### src/rtl/qxm_pkg.sv
`timescale 1ns / 1ps
package qxm_pkg;

	localparam int DUTY_FRAC_BITS = 16;
	localparam int DUTY_W         = 17;
	localparam logic [DUTY_W-1:0] DUTY_FULL = DUTY_W'(1) << DUTY_FRAC_BITS;

	// duty accumulator, LSB 2^-36
	localparam int D_W       = 58;
	localparam int RND_SHIFT = 36 - DUTY_FRAC_BITS;
	localparam logic [D_W-1:0] RND_HALF = D_W'(1) << (RND_SHIFT - 1);

	localparam int SQ_IN_W  = 44;
	localparam int SQ_OUT_W = 22;

	localparam int MUL_W  = 33;
	localparam int PROD_W = 2 * MUL_W;

	localparam int CFG_IDX_W  = 3;
	localparam int CFG_DATA_W = 24;

	typedef enum logic [1:0] {
		CMD_MIX    = 2'd0,
		CMD_ARM    = 2'd1,
		CMD_DISARM = 2'd2,
		CMD_NONE   = 2'd3
	} cmd_t;

	typedef enum logic [CFG_IDX_W-1:0] {
		REG_RP_GAIN  = 3'd0,
		REG_YAW_GAIN = 3'd1,
		REG_QUAD     = 3'd2,
		REG_LIN      = 3'd3,
		REG_OFFSET   = 3'd4
	} reg_idx_t;

	localparam logic [23:0] RP_GAIN_RST  = 24'd712348;
	localparam logic [23:0] YAW_GAIN_RST = 24'd1687335;
	localparam logic [23:0] QUAD_RST     = 24'd95473;
	localparam logic [23:0] LIN_RST      = 24'd112119;
	localparam logic [15:0] OFFSET_RST   = 16'd271;

	typedef enum logic [3:0] {
		ST_IDLE,
		ST_MUL_P,
		ST_MUL_Q,
		ST_MUL_Y,
		ST_CAP_Y,
		ST_SUM,
		ST_SQRT,
		ST_MUL_A,
		ST_MUL_B,
		ST_ACC,
		ST_WR
	} state_t;

	typedef struct packed {
		logic                start;
		logic [SQ_IN_W-1:0]  radicand;
	} sqrt_req_t;

	typedef struct packed {
		logic                done;
		logic [SQ_OUT_W-1:0] root;
	} sqrt_rsp_t;

endpackage

### src/rtl/qxm_mul.sv
`timescale 1ns / 1ps
module qxm_mul (
	input  logic                                clk,
	input  logic signed [qxm_pkg::MUL_W-1:0]    a,
	input  logic signed [qxm_pkg::MUL_W-1:0]    b,
	output logic signed [qxm_pkg::PROD_W-1:0]   prod_q
);
	import qxm_pkg::*;

	always_ff @(posedge clk) begin
		prod_q <= a * b;
	end
endmodule

### config.mk
export PLATFORM = sky130hd
export DESIGN_NAME = qxm_mul
export DESIGN_NICKNAME = d
export VERILOG_FILES = /design/src/rtl/qxm_pkg.sv /design/src/rtl/qxm_mul.sv
export SDC_FILE = /design/constraint.sdc
export NUM_CORES = 2
export LEC_CHECK = 0
export BUFFER_PORTS_ARGS = -buffer_cell sky130_fd_sc_hd__buf_2
export CAP_MARGIN = 20
export CORE_AREA = 2 2 273 275
export DETAILED_ROUTE_END_ITERATION = 7
export DIE_AREA = 0 0 275 277
export GPL_ROUTABILITY_DRIVEN = 1
export GPL_TIMING_DRIVEN = 0
export PLACE_DENSITY = 0.8
export SLEW_MARGIN = 5
export SYNTH_ARGS = -nofsm -noshare
export SYNTH_HDL_FRONTEND = slang
export SYNTH_SLANG_ARGS = --single-unit
### constraint.sdc
create_clock -name clk -period 21.2 [get_ports clk]
set_input_delay 4.24 -clock clk [delete_from_list [all_inputs] [get_ports clk]]
set_output_delay 4.24 -clock clk [all_outputs]
set_load 0.01 [all_outputs]
======== After elaboration in Yosys (flattened, before gate mapping) ========
Cells that the tools add are included.
cells by class
  multipliers ............................. 1
operator list
  kind                                            number
  33-bit by 33-bit multiplier with 66-bit output  1
storage, ports and cells
  word-level logic and storage cells ...... 2
  output and inout port bits .............. 66
  bits in registers ....................... 66

======== Depth between registers and ports, before layout ========
  depth in word-level cells ............... 1
  gate-level depth with buffers ........... 27
  mapped depth without buffers ............ 26

======== Worst setup path after synthesis ========
No wires, ideal clock.
  path type ............................... input -> register
  from .................................... input a[32] (netlist bit)
  to ...................................... register prod_q[62] (netlist bit)
  library setup time ...................... 0.079 ns
  setup slack ............................. 9.724 ns
  arrival ................................. 11.397 ns
  buffers on the path ..................... 2
  cell stages on the path ................. 23
  data required time ...................... 21.121 ns
  path through ............................ clkbuf_1 nand2_1 inv_1 fa_1 fa_1 fa_1 fa_1 fa_1 fa_1 fa_1 inv_1 fa_1 inv_1 ha_1 clkbuf_1 and3_1 nand3_1 nand2b_1 a2111oi_4 a211oi_4 a21o_2 a21o_1 a211oi_2
on the way
  cells in the longest elaborated chain, start to end .. 1
ends and longest elaborated chain
  what                                            line           source
  start, declared                                 qxm_mul.sv:4   input logic signed [qxm_pkg::MUL_W-1:0] a,
  33-bit by 33-bit multiplier with 66-bit output  qxm_mul.sv:11  prod_q <= a * b;
  end signal, assigned                            qxm_mul.sv:11
  end, declared                                   qxm_mul.sv:6   output logic signed [qxm_pkg::PROD_W-1:0] prod_q
No other way between the ends.

======== Worst setup path after layout ========
  from .................................... input a[32] (netlist bit)
  to ...................................... register prod_q[58] (netlist bit)
The elaborated chain is that of the path after synthesis.

==> flow_summary.toml <==
[critical_path]
crit_fanout = 17
cpMostUsedCell = "fa_1"
worst_path_max_delay_cell = "fa_1"
cp-end-kind = "flip-flop"
cp-start-kind = "primary input"
cp_cell_sequence = "buf_2 > clkbuf_1 > nand2_1 > inv_1 > fa_1 > fa_1 > fa_1 > fa_1 > fa_1 > fa_1 > fa_1 > inv_1 > fa_1 > inv_1 > ha_1 > clkbuf_1 > and3_1 > nand3_1 > nand2b_1 > a2111oi_4 > a211oi_4 > a21oi_2 > nor4b_2 > a311oi_1"
critPathRequiredTime_ns = 21.51
path_delay_family = "adder cells"
crit_buf_inv = 6
crit_path_max_incr_delay_ns = 1.33
path_class = "primary input to flip-flop"
worst_ep_arrival_time_ns = 13.71

[timing]
slew_headroom_pct = 24.0
final-setup-viol-count = 0
fmax_mhz = 74.6
finalHoldViolCount = 0
period_share_pct = 63.2
slew_viol_final = 0
rsz0062_at_grt = "no"
max_slew.worst_pin.slew_ns = 1.14
setup_tns_ns = 0
whs_ns = 4.31
min_period_ns = 13.40

[route]
wl_met3_mm = 17.7
drcViolationCount = 0
highest_layer = "met5"
route.met2.wl_mm = 61.8
drt_iter0_markers = 3344
final_antenna_net_count = 1
drtPass1Iterations = 6
drt-vias-per-instance = 5.72
post_drt_wl_per_cell_um = 25.7
wl_met1_mm = 49.1
vias = 31300
wl_mm = 141

[floorplanning]
die_w_um = 275
start_util_pct = 55.4
rows = 100
ios = 133
dieArea_um2 = 76200
dieHeight_um = 277
core_um2 = 73600

[clocking]
path_clk_slew_ns = 0.08
clk_path_buf_depth = 2
cts_setup_buffers = 0
cts_buffers = 9
cts_tree = "yes"
clock-sinks = 66
cts_max_level = 3
root_buffer = "clkbuf_16"
cts_resized = 0
postCtsHoldBufs = 0

[synth]
synth_top_area_share_pct = 56.3
synthXorXnorAreaFrac_pct = 1.46
syn_inst = 4338
synth_common_cells = "fa_1 (1145), inv_1 (1131), and2_1 (562)"
yosysWarnings = 0
yosys.area_share.adder_pct = 62.9
synth.net_count = 5767
synth_simple_gate_area_share_pct = 15.8
synth_cell_types = 80
syn-cell-area_um2 = 40700
synth_top_area_cell = "fa_1"
ys_top_cells_by_area = "fa_1 (56%), inv_1 (10%), and2_1 (8.6%)"
synth_top_family_by_area = "adder cells"
synth_seq_cells = 66
yosysMostFrequentCell = "fa_1"
ys.flop_type = "dfxtp_1"
synthArstFlopShare_pct = 0
synth_compound_area_share_pct = 4.07
synth_mux_area_share_pct = 0
synth_seq_area_share_pct = 3.24
syn_area_per_cell_um2 = 9.39
synth_edf_count = 0

[global_routing]
grt_pass1_wl_mm = 211
overflow = 0
grt_pass1_vias = 33400
antenna_found_initial = 8
grt_max_degree = 20
grtUsageTotal_pct = 38.6

[worst_hold_path]
hold_path.class = "primary input to flip-flop"

[cells_and_area]
reg_top3 = "prod_q (66)"
drive_gt1_share_pct = 4.43
synthToLayoutAreaGrowth_pct = 5.58
regMostFlops = "prod_q"
utilization_pct = 58.5
largest_register_ffs = 66
nets = 5912

[placed_design]
place_congestion = 1.08
port_buffers = 132
place_hpwl_mm = 122

[outcome]
status = "finished, violations left"
violations = "antenna rules"

[job]
max_cap_viol_count = 0
-- final cells by class --
cell class / instances / area, um2
Fill cell: 6466 / 30600
Sequential cell: 66 / 1320
Tap cell: 969 / 1210
Inverter: 1131 / 4250
Clock buffer: 9 / 225
Antenna cell: 16 / 40.0
Timing Repair Buffer: 134 / 691
Clock inverter: 7 / 103
Buffer: 221 / 851
Multi-Input combinational cell: 2920 / 34300
-- path summary, 6_finish.rpt --
| path | cells past startpoint | slack [ns] | end | from |
|---|---|---|---|---|
| setup / recovery | 24 | 7.80 | prod_q[58] | a[32] |
| hold / removal | 2 | 4.31 | prod_q[0] | a[0] |
-- layer usage --
metal / up-vias / GRT usage, %
li1: 12600 / -
met1: 16100 / 49.4
met2: 2001 / 57.6
met3: 573 / 10.5
met4: 2 / 25.4
met5: - / 0
-- metrics by stage --
step,cell area (um2),instances,worst slack (ns)
finish,43000,5473,7.80
global route,43000,5458,7.62
CTS,43000,5457,7.88
detailed placement,42600,5441,7.50
global placement,42600,5439,7.62
floorplan,40700,4338,9.72
-- cells in the final DEF (no fill, tap or decap), types with 3 or more instances in the layout --
cell,netlist,routed
ha_1,217,217
xnor2_1,43,43
buf_2,11,143
nand2_1,551,551
or3_1,3,3
clkbuf_1,208,208
dfxtp_1,66,66
nand2b_1,12,12
and2_1,562,562
a211o_1,6,6
a21oi_1,57,57
o21ai_0,25,25
and4_1,5,5
o31ai_4,3,3
nor3_1,7,7
a21oi_2,3,3
a21o_1,36,36
o211ai_1,4,4
clkinv_4,0,3
nand4_1,11,11
diode_2,0,16
o21bai_1,11,11
nor2_1,68,68
a31oi_1,8,8
and3_1,5,5
a211oi_1,7,7
fa_1,1145,1145
or2_2,3,3
a211oi_2,3,3
o21a_1,6,6
clkbuf_16,0,9
xor2_1,25,25
nand3_1,25,25
nor2b_1,5,5
o21ai_1,6,6
inv_1,1131,1131
-- cell families (layout without fill, tap and decap cells) --
| group | count (synthesis) | after routing |
|---|---|---|
| and+or+nand+nor | 1271 | 1271 |
| xor gates and xnor gates | 68 | 68 |
| buffers and inverters | 1352 | 1502 |
| other | 0 | 16 |
| AOI/OAI and AO/OA | 219 | 219 |
| DFF | 66 | 66 |
| adders and majority gates | 1362 | 1362 |
Power is not shown: default switching activity piles up to over one toggle a cycle in this logic, so the estimate is an artifact.
