File: src/rtl/qxm_pkg.sv
`timescale 1ns / 1ps
package qxm_pkg;

	localparam int DUTY_FRAC_BITS = 16;
	localparam int DUTY_W         = 17;
	localparam logic [DUTY_W-1:0] DUTY_FULL = DUTY_W'(1) << DUTY_FRAC_BITS;

	// duty accumulator, LSB 2^-36
	localparam int D_W       = 58;
	localparam int RND_SHIFT = 36 - DUTY_FRAC_BITS;
	localparam logic [D_W-1:0] RND_HALF = D_W'(1) << (RND_SHIFT - 1);

	localparam int SQ_IN_W  = 44;
	localparam int SQ_OUT_W = 22;

	localparam int MUL_W  = 33;
	localparam int PROD_W = 2 * MUL_W;

	localparam int CFG_IDX_W  = 3;
	localparam int CFG_DATA_W = 24;

	typedef enum logic [1:0] {
		CMD_MIX    = 2'd0,
		CMD_ARM    = 2'd1,
		CMD_DISARM = 2'd2,
		CMD_NONE   = 2'd3
	} cmd_t;

	typedef enum logic [CFG_IDX_W-1:0] {
		REG_RP_GAIN  = 3'd0,
		REG_YAW_GAIN = 3'd1,
		REG_QUAD     = 3'd2,
		REG_LIN      = 3'd3,
		REG_OFFSET   = 3'd4
	} reg_idx_t;

	localparam logic [23:0] RP_GAIN_RST  = 24'd712348;
	localparam logic [23:0] YAW_GAIN_RST = 24'd1687335;
	localparam logic [23:0] QUAD_RST     = 24'd95473;
	localparam logic [23:0] LIN_RST      = 24'd112119;
	localparam logic [15:0] OFFSET_RST   = 16'd271;

	typedef enum logic [3:0] {
		ST_IDLE,
		ST_MUL_P,
		ST_MUL_Q,
		ST_MUL_Y,
		ST_CAP_Y,
		ST_SUM,
		ST_SQRT,
		ST_MUL_A,
		ST_MUL_B,
		ST_ACC,
		ST_WR
	} state_t;

	typedef struct packed {
		logic                start;
		logic [SQ_IN_W-1:0]  radicand;
	} sqrt_req_t;

	typedef struct packed {
		logic                done;
		logic [SQ_OUT_W-1:0] root;
	} sqrt_rsp_t;

endpackage

File: src/rtl/qxm_sqrt.sv
`timescale 1ns / 1ps
module qxm_sqrt (
	input  logic                 clk,
	input  logic                 arst_n,
	input  qxm_pkg::sqrt_req_t   req,
	output qxm_pkg::sqrt_rsp_t   rsp
);
	import qxm_pkg::*;

	logic                 busy_q;
	logic                 done_q;
	logic [SQ_IN_W-1:0]   x_q;
	logic [SQ_IN_W-1:0]   res_q;
	logic [SQ_IN_W-1:0]   bit_q;
	logic [SQ_IN_W-1:0]   trial;

	assign trial = res_q + bit_q;

	always_ff @(posedge clk or negedge arst_n) begin
		if (!arst_n) begin
			busy_q <= 1'b0;
			done_q <= 1'b0;
		end else begin
			done_q <= busy_q && bit_q[0];
			if (req.start) begin
				busy_q <= 1'b1;
			end else if (busy_q && bit_q[0]) begin
				busy_q <= 1'b0;
			end
		end
	end

	// one result bit per cycle, restoring
	always_ff @(posedge clk) begin
		if (req.start) begin
			x_q   <= req.radicand;
			res_q <= '0;
			bit_q <= SQ_IN_W'(1) << (SQ_IN_W - 2);
		end else if (busy_q) begin
			if (x_q >= trial) begin
				x_q   <= x_q - trial;
				res_q <= (res_q >> 1) + bit_q;
			end else begin
				res_q <= res_q >> 1;
			end
			bit_q <= bit_q >> 2;
		end
	end

	assign rsp.done = done_q;
	assign rsp.root = res_q[SQ_OUT_W-1:0];
endmodule

File: config.mk
export PLATFORM = sky130hd
export DESIGN_NAME = qxm_sqrt
export DESIGN_NICKNAME = d
export VERILOG_FILES = /design/src/rtl/qxm_pkg.sv /design/src/rtl/qxm_sqrt.sv
export SDC_FILE = /design/constraint.sdc
export NUM_CORES = 1
export LEC_CHECK = 0
export ABC_CLOCK_PERIOD_IN_PS = 9470
export BUFFER_PORTS_ARGS = -buffer_cell sky130_fd_sc_hd__buf_2
export CORE_AREA = 2 2 148 150
export CTS_CLUSTER_SIZE = 10
export DETAILED_ROUTE_END_ITERATION = 7
export DIE_AREA = 0 0 150 152
export PLACE_DENSITY = 0.67
export SYNTH_ARGS = -nofsm -noshare
export SYNTH_HDL_FRONTEND = slang
export SYNTH_SLANG_ARGS = --single-unit
File: constraint.sdc
create_clock -name clk -period 9.47 [get_ports clk]
set_input_delay 0.4735 -clock clk [delete_from_list [all_inputs] [get_ports clk]]
set_output_delay 0.4735 -clock clk [all_outputs]
set_load 0.05 [all_outputs]
# == Word level (Yosys, flattened, before mapping) ==
# Cells that the tools add are included.
# totals
inputBits,47
word_cells,20
register_bits,112
out_inout_bits,23
# op_classes
n_lt_le_gt_ge,1
addsub,3
n_mux,6
reduce_logical,5
# op_table
op,count
44-bit two-way mux,4
43-bit by 43-bit adder with 44-bit output,1
44-bit by 43-bit adder with 44-bit output,1
44-bit >= comparator,1
44-bit subtractor,1
2-bit nonzero test,3
1-bit two-way mux,2
2-bit AND reduction,1
1-bit logical AND,1

# == Depth between registers and ports, before layout ==
# Gate-level depths: netlist of the first run.
# depth
ltp_word,5
depth_mapped,22
mapped_depth_nobuf,19

# == Worst setup path after synthesis of the first run ==
# Ideal clock, no wire load.
# synth_path
kind,reg-to-reg
startpoint,register res_q[2]
endpoint,"register x_q[0], enable pin"
synth_period_minus_slack_ns,7.971
setup_time_ns,0.506
setup_slack_ns,1.499
path_buffers,3
arrival_ns,7.465
required_time_ns,8.964
path_stages_with_launch,20
path_cell_list,dfxtp_1 > ha_1 > a31oi_1 > o21bai_1 > a21oi_1 > o21ai_0 > a31oi_1 > o311a_1 > o21bai_1 > xnor2_1 > ha_1 > buf_2 > and3_1 > nand2_1 > or4_1 > o21a_1 > and3_4 > buf_6 > clkbuf_1 > o21ai_0
# synth_via
elab_chain_len,4
# synth_lines
element,line_no,source
start: declaration,qxm_sqrt.sv:13,logic [SQ_IN_W-1:0] res_q;
start signal: assignment,qxm_sqrt.sv:42,res_q <= (res_q >> 1) + bit_q;
start signal: assignment,qxm_sqrt.sv:44,res_q <= res_q >> 1;
44-bit by 43-bit adder with 44-bit output,qxm_sqrt.sv:17,assign trial = res_q + bit_q;
44-bit >= comparator,qxm_sqrt.sv:40,if (x_q >= trial) begin
2-bit nonzero test (no line),--,
2-bit AND reduction (no line),--,
end signal: assignment,qxm_sqrt.sv:36,x_q <= req.radicand;
end signal: assignment,qxm_sqrt.sv:41,x_q <= x_q - trial;
end: declaration,qxm_sqrt.sv:12,logic [SQ_IN_W-1:0] x_q;
# Every way passes these cells.
# A chain may end at the register's enable or synchronous reset.

# == Final worst setup path of the first run ==
# layout_path
startpoint,register res_q[2]
endpoint,"register x_q[23], enable pin"
# Same word-level chain as after synthesis.

==> flow_summary.toml, run 1 <==
[status]
outcome = "complete, no violations"

[global_route]
track_usage = 0.256
antenna_found_initial = 0
grt_max_degree = 80
grt_pass1_wl_um = 47400
grt_pass1_vias = 9406
overflow = 0

[critical_path]
slowest_delay_ns = 0.55
slowest_stage = "buf_4"
arrival_ns = 6.13
required_ns = 9.47
cp_cell_sequence = "ha_1 -> a31oi_1 -> o21bai_1 -> a21oi_1 -> o21ai_0 -> a31oi_1 -> o21ai_0 -> a21oi_1 -> xor2_1 -> ha_1 -> nand4_1 -> nor4_2 -> nand4_1 -> a211o_1 -> a21o_1 -> and3_4 -> o21ai_4 -> buf_4"
startpoint_type = "register"
worstSetupPathType = "register to register"
critical_path.top_delay_family = "compound AO/OA/AOI/OAI gates"
worst-path-buf-inv = 1
cp_max_fo = 58
crit_path_end_kind = "register"

[floorplanning]
start_util = 0.491
die_y_um = 152
die_w_um = 150
ioPinCount = 70
die_area_mm2 = 0.0228
core_mm2 = 0.0214
num_rows = 54

[power]
p_switching_w = 0.00144
switching_share = 0.477
pwr-share-seq = 0.263
p_per_area_mw_per_mm2 = 272
pwr-share-comb = 0.601
peakVddDrop_uv = 176
p_int_w = 0.00157
p_leak_nw = 4.45
power.share.clock = 0.136

[cts]
clock-root-buffer = "clkbuf_16"
insertion_delay_ns = 0.37
clockBufferDepth = 2
clkTransAtPathRegs_ns = 0.08
ctsHtreeMaxLevel = 3
cts.sinks = 112
cts_tree = "built"
cts_buffers = 9

[routing]
vias_per_cell = 6.12
ant_nets = 0
routedWlPerCell_um = 18.2
drc_errors = 0
dr.first_iter.drc_count = 744
drt-pass1-iter-count = 5
dr_total_vias = 9820
wl_um = 29300

[logic_synthesis]
synth_warnings = 0
synth-edff-count = 44
ys_ff_latch = 112
synth_flop_cell = "dfxtp_1"
avgSynthCellArea_um2 = 7.91
async_reset_ff_frac = 0.0179
synth.distinct_cells = 81
ys_seq_area_frac = 0.257
syn_nets = 1462
netlist_instances = 1324
synth_area_mm2 = 0.0105

[placement]
dp.cells = 1587
detailed_place_hpwl_um = 21600
io_buffers = 69
place_ws_ns = 3.51
gp_congestion = 0.935

[final_layout]
diodes = 0
nNetsFinal = 1457
area.growth.synth_to_final_pct = 5.74
final_common_cell = "nand2_1"
final_util = 0.519
drive_above_1_share = 0.0959
stdcell_count = 1604
final_cell_mix = "152 x nand2_1, 144 x nor2_1, 96 x o21ai_0"

[sta]
max_freq_mhz = 163
layout_setup_ws_ns = 3.35
hold_violations = 0
slew_viol_final = 0
fin_crit_sh = 0.647
rsz0062_at_grt = "false"
skew_ns = 0.00979
layout_min_cycle_time_ns = 6.12
relSlewSlack = 0.445
setup_tns_ns = 0
setup_viol = 0
worstMarginPinSlew_ns = 0.832

[run]
maxCapViolCount = 0

[hold_path]
hold_path.class = "input pin to register"
[stage by stage]
step	hold slack [ns]	power, W	instance area (um^2)
finish	0.377	0.00301	11100
global route	0.386	0.00325	11100
CTS	0.375	0.00300	11100
detailed placement	0.259	0.00258	10800
global placement	0.259	0.00256	10800
floorplan	0.178	0.00220	10500
[Yosys cell counts (33+ instances only)]
cell	n	area (um^2)
nor2_1	144	541
a31oi_1	37	231
edfxtp_1	44	1320
xor2_1	47	412
inv_1	37	139
clkbuf_1	46	173
xnor2_1	33	289
o21ai_0	97	485
nand2_1	152	571
ha_1	90	1130
dfxtp_1	66	1320
a21oi_1	65	325
[state kept, by name, summed over array words and instances (netlist names)]
| signal | count |
|---|---|
| done_q | 1 |
| res_q | 44 |
| x_q | 44 |
| busy_q | 1 |
| bit_q | 22 |
[worst paths after layout]
kind	from	end	slack, ns	cells after the start
max	res_q[2]	x_q[23]	3.35	18
min	req[0]	x_q[0]	0.38	3
max reg2reg	res_q[2]	x_q[23]	3.35	18
min reg2reg	res_q[0]	res_q[0]	0.54	2
max in group asynchronous	arst_n	busy_q	8.96	2
min in group asynchronous	arst_n	busy_q	0.41	2
[power groups by stage]
| stage | registers [W] | clock network, W | logic (W) |
|---|---|---|---|
| floorplan | 0.000756 | 0 | 0.00145 |
| global placement | 0.000798 | 0 | 0.00176 |
| detailed placement | 0.000802 | 0 | 0.00178 |
| CTS | 0.000791 | 0.000419 | 0.00179 |
| global route | 0.000807 | 0.000433 | 0.00201 |
| finish | 0.000791 | 0.000410 | 0.00181 |
[cells by family (layout without fill, tap and decap cells)]
logic type | count (synthesis) | in the layout | synth area share
XOR/XNOR | 80 | 80 | 0.0669
buffers and inverters | 128 | 128 | 0.0571
AND/OR/NAND/NOR | 450 | 450 | 0.196
AO/OA/AOI/OAI | 430 | 430 | 0.282
adder cells (fa/ha/maj) | 91 | 91 | 0.109
multiplexers | 33 | 33 | 0.0324
flip-flops | 112 | 112 | 0.257
[cell type report]
| class | count | area [um^2] |
|---|---|---|
| Clock inverter | 4 | 40.0 |
| Timing Repair Buffer | 73 | 380 |
| Inverter | 39 | 146 |
| Tap cell | 280 | 350 |
| Clock buffer | 12 | 268 |
| Sequential cell | 112 | 2700 |
| Fill cell | 2126 | 10300 |
| Multi-Input combinational cell | 1084 | 7200 |
[tightest hold or removal path, stage by stage]
cell     delay (ns)
buf_2          0.07
nand2_1        0.04
o21ai_0        0.05
[layer usage]
| metal | wire length [um] | track usage | up-vias |
|---|---|---|---|
| met5 | 0 | 0 | - |
| met4 | 771 | 0.0858 | 0 |
| met3 | 1140 | 0.0363 | 48 |
| met2 | 14200 | 0.439 | 253 |
| met1 | 13200 | 0.329 | 4622 |
| li1 | - | - | 4897 |
[timing repair]
item,4_1_cts,5_1_grt
gates resized for setup,0,0
endpoints found under the setup margin,0,0
buffers inserted,0,0
hold buffers,1,0
endpoints found under the hold margin,2,0
Note: power is estimated with default switching activity, not from simulation.
==> inputs of run 2 (changes only) <==
--- a/config.mk
+++ b/config.mk
@@ -5,13 +5,13 @@
 export SDC_FILE = /design/constraint.sdc
 export NUM_CORES = 1
 export LEC_CHECK = 0
-export ABC_CLOCK_PERIOD_IN_PS = 9470
+export ABC_CLOCK_PERIOD_IN_PS = 5150
 export BUFFER_PORTS_ARGS = -buffer_cell sky130_fd_sc_hd__buf_2
 export CORE_AREA = 2 2 148 150
 export CTS_CLUSTER_SIZE = 10
 export DETAILED_ROUTE_END_ITERATION = 7
 export DIE_AREA = 0 0 150 152
-export PLACE_DENSITY = 0.67
+export PLACE_DENSITY = 0.7
 export SYNTH_ARGS = -nofsm -noshare
 export SYNTH_HDL_FRONTEND = slang
 export SYNTH_SLANG_ARGS = --single-unit
==> constraint.sdc (replaced) <==
create_clock -name clk -period 5.15 [get_ports clk]
set_input_delay 0.2575 -clock clk [delete_from_list [all_inputs] [get_ports clk]]
set_output_delay 0.2575 -clock clk [all_outputs]
set_load 0.05 [all_outputs]
==> run 2 against run 1 <==
- global-route usage up 0.54 points
- hold slack worse by 0.22 ns
- sequential share of layout area down 1.4 points
- die area unchanged
- largest cell class unchanged
==> flow_summary.toml, run 2 (synthesis gave the netlist of run 1 again) <==
[status]
outcome = "complete, no violations"

[power]
peakVddDrop_uv = 333
p_leak_nw = 4.77
p_per_area_mw_per_mm2 = 506

[critical_path]
regToRegStartpoint = "bit_q[0]"
critical_path.startpoint = "bit_q[0]"
cp_cell_sequence = "ha_1 -> ha_1 -> a21o_1 -> a31o_2 -> a41oi_4 -> buf_4 -> a21oi_1 -> a21boi_2 -> o21ai_0 -> nand2_1 -> xor2_2 -> ha_4 -> nand4_1 -> nor4_4 -> nand4_1 -> a211o_1 -> a21o_4 -> and3_4 -> buf_12 -> or3_1 -> a311oi_2"
crit_path_end_kind = "register"
worstSetupPathType = "register to register"
r2r_slack_ns = 0.16
slowest_stage = "dfxtp_1"
worst-path-buf-inv = 2
crit_cells = 21
cp_max_fo = 25
startpoint_type = "register"
critical_path.top_delay_family = "compound AO/OA/AOI/OAI gates"
required_ns = 5.43
slowest_delay_ns = 0.39
r2r_end = "res_q[31]"
reg2reg_depth = 21
arrival_ns = 5.27
cp-endpoint = "res_q[31]"

[sta]
worstMarginPinSlew_ns = 0.786
layout_setup_ws_ns = 0.158
max_freq_mhz = 200
layout_min_cycle_time_ns = 4.99
relSlewSlack = 0.476
fin_crit_sh = 0.969
hold_violations = 0
slew_viol_final = 0
skew_ns = 0.00785
setup_viol = 0

[placement]
place_area_mm2 = 0.0112
gp_congestion = 0.940
place_ws_ns = 0.0936
detailed_place_hpwl_um = 22600
io_buffers = 69

[cts]
insertion_delay_ns = 0.37
clockBufferDepth = 2
ctsHtreeMaxLevel = 3
cts_tree = "built"
cts.sinks = 112
cts_buffers = 9
clock-root-buffer = "clkbuf_16"
clkTransAtPathRegs_ns = 0.09

[global_route]
overflow = 0
track_usage = 0.262
grt_max_degree = 73
grt_pass1_wl_um = 48400
grt_pass1_vias = 9462
antenna_found_initial = 0

[routing]
dr.first_iter.drc_count = 710
drt-pass1-iter-count = 5
ant_nets = 0
vias_per_cell = 6.13
wl_um = 30200
routedWlPerCell_um = 18.3
drc_errors = 0
dr_total_vias = 10100

[hold_path]
hold_path.class = "input pin to register"
worstHoldPathCells = 3

[floorplanning]
ioPinCount = 70
num_rows = 54
die_w_um = 150
die_area_mm2 = 0.0228
die_y_um = 152
core_mm2 = 0.0214
start_util = 0.491

[final_layout]
final_util = 0.551
ff_latch_area_mm2 = 0.00270
final_cell_mix = "152 x nand2_1, 144 x nor2_1, 92 x o21ai_0"
drive_above_1_share = 0.151
area.growth.synth_to_final_pct = 12.3
nNetsFinal = 1507
reg_top3 = "res_q x44, x_q x44, bit_q x22"
final_common_cell = "nand2_1"
diodes = 0
fillers = 2056
fin_area_mm2 = 0.0118
multi_input_area_mm2 = 0.00746

[run]
maxCapViolCount = 0
==> run 2: cell count changes in the layout (fill, tap and decap cells not counted), sizes merged <==
cell    change
buf        +50
bufinv      +1
clkbuf      -3
clkinv      +2
==> run 2: layer usage <==
| layer | vias to the layer above | GRT usage | wire (um) |
|---|---|---|---|
| met2 | 311 | 0.440 | 14700 |
| met3 | 64 | 0.0429 | 1520 |
| li1 | 5012 | - | - |
| met5 | - | 0 | 0 |
| met1 | 4753 | 0.334 | 13100 |
| met4 | 0 | 0.100 | 920 |
==> run 2: cell type report <==
class                           count  area share
Tap cell                          280      0.0298
Sequential cell                   112       0.229
Timing Repair Buffer              123      0.0674
Clock inverter                      7     0.00808
Clock buffer                        9      0.0191
Inverter                           39      0.0124
Multi-Input combinational cell   1084       0.634
==> run 2: power by group <==
part	total, W	internal [W]	switching [W]	leakage (nW)
Clock	0.000783	0.000395	0.000388	0.159
Sequential	0.00141	0.00126	0.000152	1.01
Combinational	0.00375	0.00151	0.00224	3.60
==> run 2: through the flow <==
| step | power (W) | hold slack [ns] | instances | TNS, ns |
|---|---|---|---|---|
| after floorplan | 0.00406 | -0.0381 | 1324 | 0 |
| final | 0.00595 | 0.156 | 1654 | 0 |
| after detailed placement | 0.00495 | 0.0454 | 1626 | 0 |
| after global routing | 0.00641 | 0.161 | 1654 | -1.65 |
| after CTS | 0.00577 | 0.148 | 1643 | 0 |
| after global placement | 0.00491 | 0.0435 | 1626 | 0 |
==> run 2: timing repair <==
action,in CTS,in global routing
hold endpoints to repair,2,0
gates resized for setup,0,37
hold buffers,1,0
setup endpoints to repair,0,94
setup buffers,0,11
==> run 2: how the worst min path moves through the flow <==
stage          startpoint     end  slack (ns)
6_report           req[9]  x_q[9]        0.16
3_5_place_dp       arst_n  done_q        0.05
4_1_cts            req[9]  x_q[9]        0.15
5_1_grt            req[9]  x_q[9]        0.16
3_3_place_gp       arst_n  done_q        0.04
2_1_floorplan      arst_n  busy_q       -0.04
==> run 2: worst register-to-register path, stage by stage (launching register included) <==
cell and delay (ns):
dfxtp_1 0.39, ha_1 0.19, ha_1 0.19, a21o_1 0.14
a31o_2 0.21, a41oi_4 0.16, buf_4 0.20, a21oi_1 0.24
a21boi_2 0.11, o21ai_0 0.18, nand2_1 0.12, xor2_2 0.18
ha_4 0.33, nand4_1 0.19, nor4_4 0.33, nand4_1 0.17
a211o_1 0.31, a21o_4 0.25, and3_4 0.23, buf_12 0.17
or3_1 0.36, a311oi_2 0.26
==> inputs of run 3 (changes only) <==
--- a/config.mk
+++ b/config.mk
@@ -7,11 +7,11 @@
 export LEC_CHECK = 0
 export ABC_CLOCK_PERIOD_IN_PS = 5150
 export BUFFER_PORTS_ARGS = -buffer_cell sky130_fd_sc_hd__buf_2
-export CORE_AREA = 2 2 148 150
+export CORE_AREA = 2 2 139 141
 export CTS_CLUSTER_SIZE = 10
 export DETAILED_ROUTE_END_ITERATION = 7
-export DIE_AREA = 0 0 150 152
-export PLACE_DENSITY = 0.7
+export DIE_AREA = 0 0 141 143
+export PLACE_DENSITY = 0.79
 export SYNTH_ARGS = -nofsm -noshare
 export SYNTH_HDL_FRONTEND = slang
 export SYNTH_SLANG_ARGS = --single-unit
==> run 3 against run 2 <==
- global-route usage is 3.5 points higher
- final cell count shrank 2.7%
- register-to-register slack barely moved
- critical path depth decreased by 1
- design area decreased by 0.47%
- clock power down 4.2%
- combinational power is 1% higher
- hold slack worse by 0.0010 ns
- wire length is 0.48% higher
- total power rose by 0.53%
==> flow_summary.toml, run 3 (synthesis gave the netlist of run 1 again) <==
[status]
outcome = "complete, no violations"

[floorplanning]
num_rows = 50
start_util = 0.564
die_y_um = 143
ioPinCount = 70
die_w_um = 141
die_area_mm2 = 0.0202
core_mm2 = 0.0186

[global_route]
antenna_found_initial = 0
grt_pass1_vias = 9705
overflow = 0
grt_max_degree = 87
grt_pass1_wl_um = 48500
track_usage = 0.296

[power]
p_switching_w = 0.00280
switching_share = 0.469
p_leak_nw = 4.75
p_per_area_mw_per_mm2 = 511
total_power_w = 0.00598
power.share.clock = 0.125
p_int_w = 0.00318
pwr-share-seq = 0.239
peakVddDrop_uv = 371
pwr-share-comb = 0.636

[sta]
relSlewSlack = 0.342
hold_violations = 0
layout_min_cycle_time_ns = 5.00
skew_ns = 0.00851
slew_viol_final = 0
setup_viol = 0
hold_slack_ns = 0.155
fin_crit_sh = 0.971
setup_tns_ns = 0
max_freq_mhz = 200
worstMarginPinSlew_ns = 0.987

[cts]
insertion_delay_ns = 0.37
ctsHtreeMaxLevel = 3
clkTransAtPathRegs_ns = 0.08
clockBufferDepth = 2
cts.sinks = 112
cts_tree = "built"
clock-root-buffer = "clkbuf_16"
cts_buffers = 9

[critical_path]
r2r_slack_ns = 0.15
reg2reg_depth = 20
arrival_ns = 5.28
startpoint_type = "register"
required_ns = 5.43
crit_path_end_kind = "register"
cp_max_fo = 27
cp_cell_sequence = "ha_1 -> ha_1 -> a21o_1 -> a31o_2 -> a41oi_4 -> a211oi_4 -> o21bai_2 -> a21boi_1 -> o21ai_1 -> xor2_1 -> ha_4 -> nand4_4 -> nor4_4 -> nand4_1 -> a211o_1 -> a21o_1 -> and3_4 -> buf_12 -> or3_1 -> a311oi_2"
slowest_delay_ns = 0.38
worstSetupPathType = "register to register"
slowest_stage = "or3_1"

[final_layout]
multi_input_area_mm2 = 0.00746
fin_area_mm2 = 0.0117
nNetsFinal = 1509
final_common_cell = "nand2_1"
ff_latch_area_mm2 = 0.00270
final_cell_mix = "151 x nand2_1, 143 x nor2_1, 92 x o21ai_0"
drive_above_1_share = 0.152
diodes = 0
area.growth.synth_to_final_pct = 11.8
reg_top3 = "res_q x44, x_q x44, bit_q x22"
fillers = 1575

[routing]
routedWlPerCell_um = 18.9
dr_total_vias = 10400
ant_nets = 0
dr.first_iter.drc_count = 859
drt-pass1-iter-count = 6
wl_um = 30400
drc_errors = 0
vias_per_cell = 6.49

[placement]
detailed_place_hpwl_um = 22200
io_buffers = 69
place_area_mm2 = 0.0111
gp_congestion = 0.958

[run]
maxCapViolCount = 0

[hold_path]
worstHoldPathCells = 3
hold_path.class = "input pin to register"
-- run 3: changes by cell type in the layout (fill, tap and decap cells not counted), moves of 2 or more --
cell / change
a21boi_1: +3
a21boi_0: -2
a311oi_1: -2
a311oi_2: +2
ha_1: +2
ha_2: -2
-- run 3: final cells by class --
cell class                 count  share of cell area
inverter                      39              0.0125
clock inverter                 5             0.00481
clock buffer                  11              0.0217
tap                          234              0.0250
sequential                   112               0.230
timing repair buffer         124              0.0687
multi-input combinational   1085               0.637
-- run 3: repair_timing --
item,in CTS,in global routing
pin swaps,0,17
buffers inserted,0,12
hold buffers,1,0
gates cloned,0,1
hold endpoints to repair,2,0
endpoints found under the setup margin,2,86
gates resized for setup,3,38
-- run 3: worst max-delay path, delay by kind of cell (launching register included) --
kind	cells	cell delay, ns
adders and majority gates	3	0.62
buffers and inverters	1	0.17
xor gates and xnor gates	1	0.28
DFF	1	0.35
AOI/OAI and AO/OA	10	2.17
and+or+nand+nor	5	1.30
-- run 3: routing by layer --
metal  track usage  share of wire
met5             0              0
met2         0.520           0.49
met3        0.0496          0.061
met1         0.365           0.41
met4         0.112          0.039
-- run 3: final timing paths --
check                               from       end
worst max-delay path            bit_q[0]  res_q[5]
worst min-delay path              req[9]    x_q[9]
worst max register to register  bit_q[0]  res_q[5]
worst min register to register  bit_q[0]    busy_q
max in group asynchronous         arst_n    busy_q
min in group asynchronous         arst_n    busy_q
-- run 3: per-stage QoR --
| step | instances | worst slack, ns | util |
|---|---|---|---|
| CTS | 1597 | 0.00446 | 0.615 |
| global route | 1610 | -0.0144 | 0.630 |
| finish | 1610 | 0.150 | 0.630 |
| detailed placement | 1580 | 0.0185 | 0.597 |
| floorplan | 1324 | 0.0188 | - |
| global placement | 1580 | 0.251 | 0.597 |
-- run 3: power by group through the flow --
stage	Combinational (W)	Sequential, W	Clock [W]
floorplan	0.00269	0.00137	0
global placement	0.00345	0.00143	0
detailed placement	0.00351	0.00143	0
CTS	0.00354	0.00142	0.000759
global route	0.00418	0.00144	0.000789
finish	0.00380	0.00143	0.000750
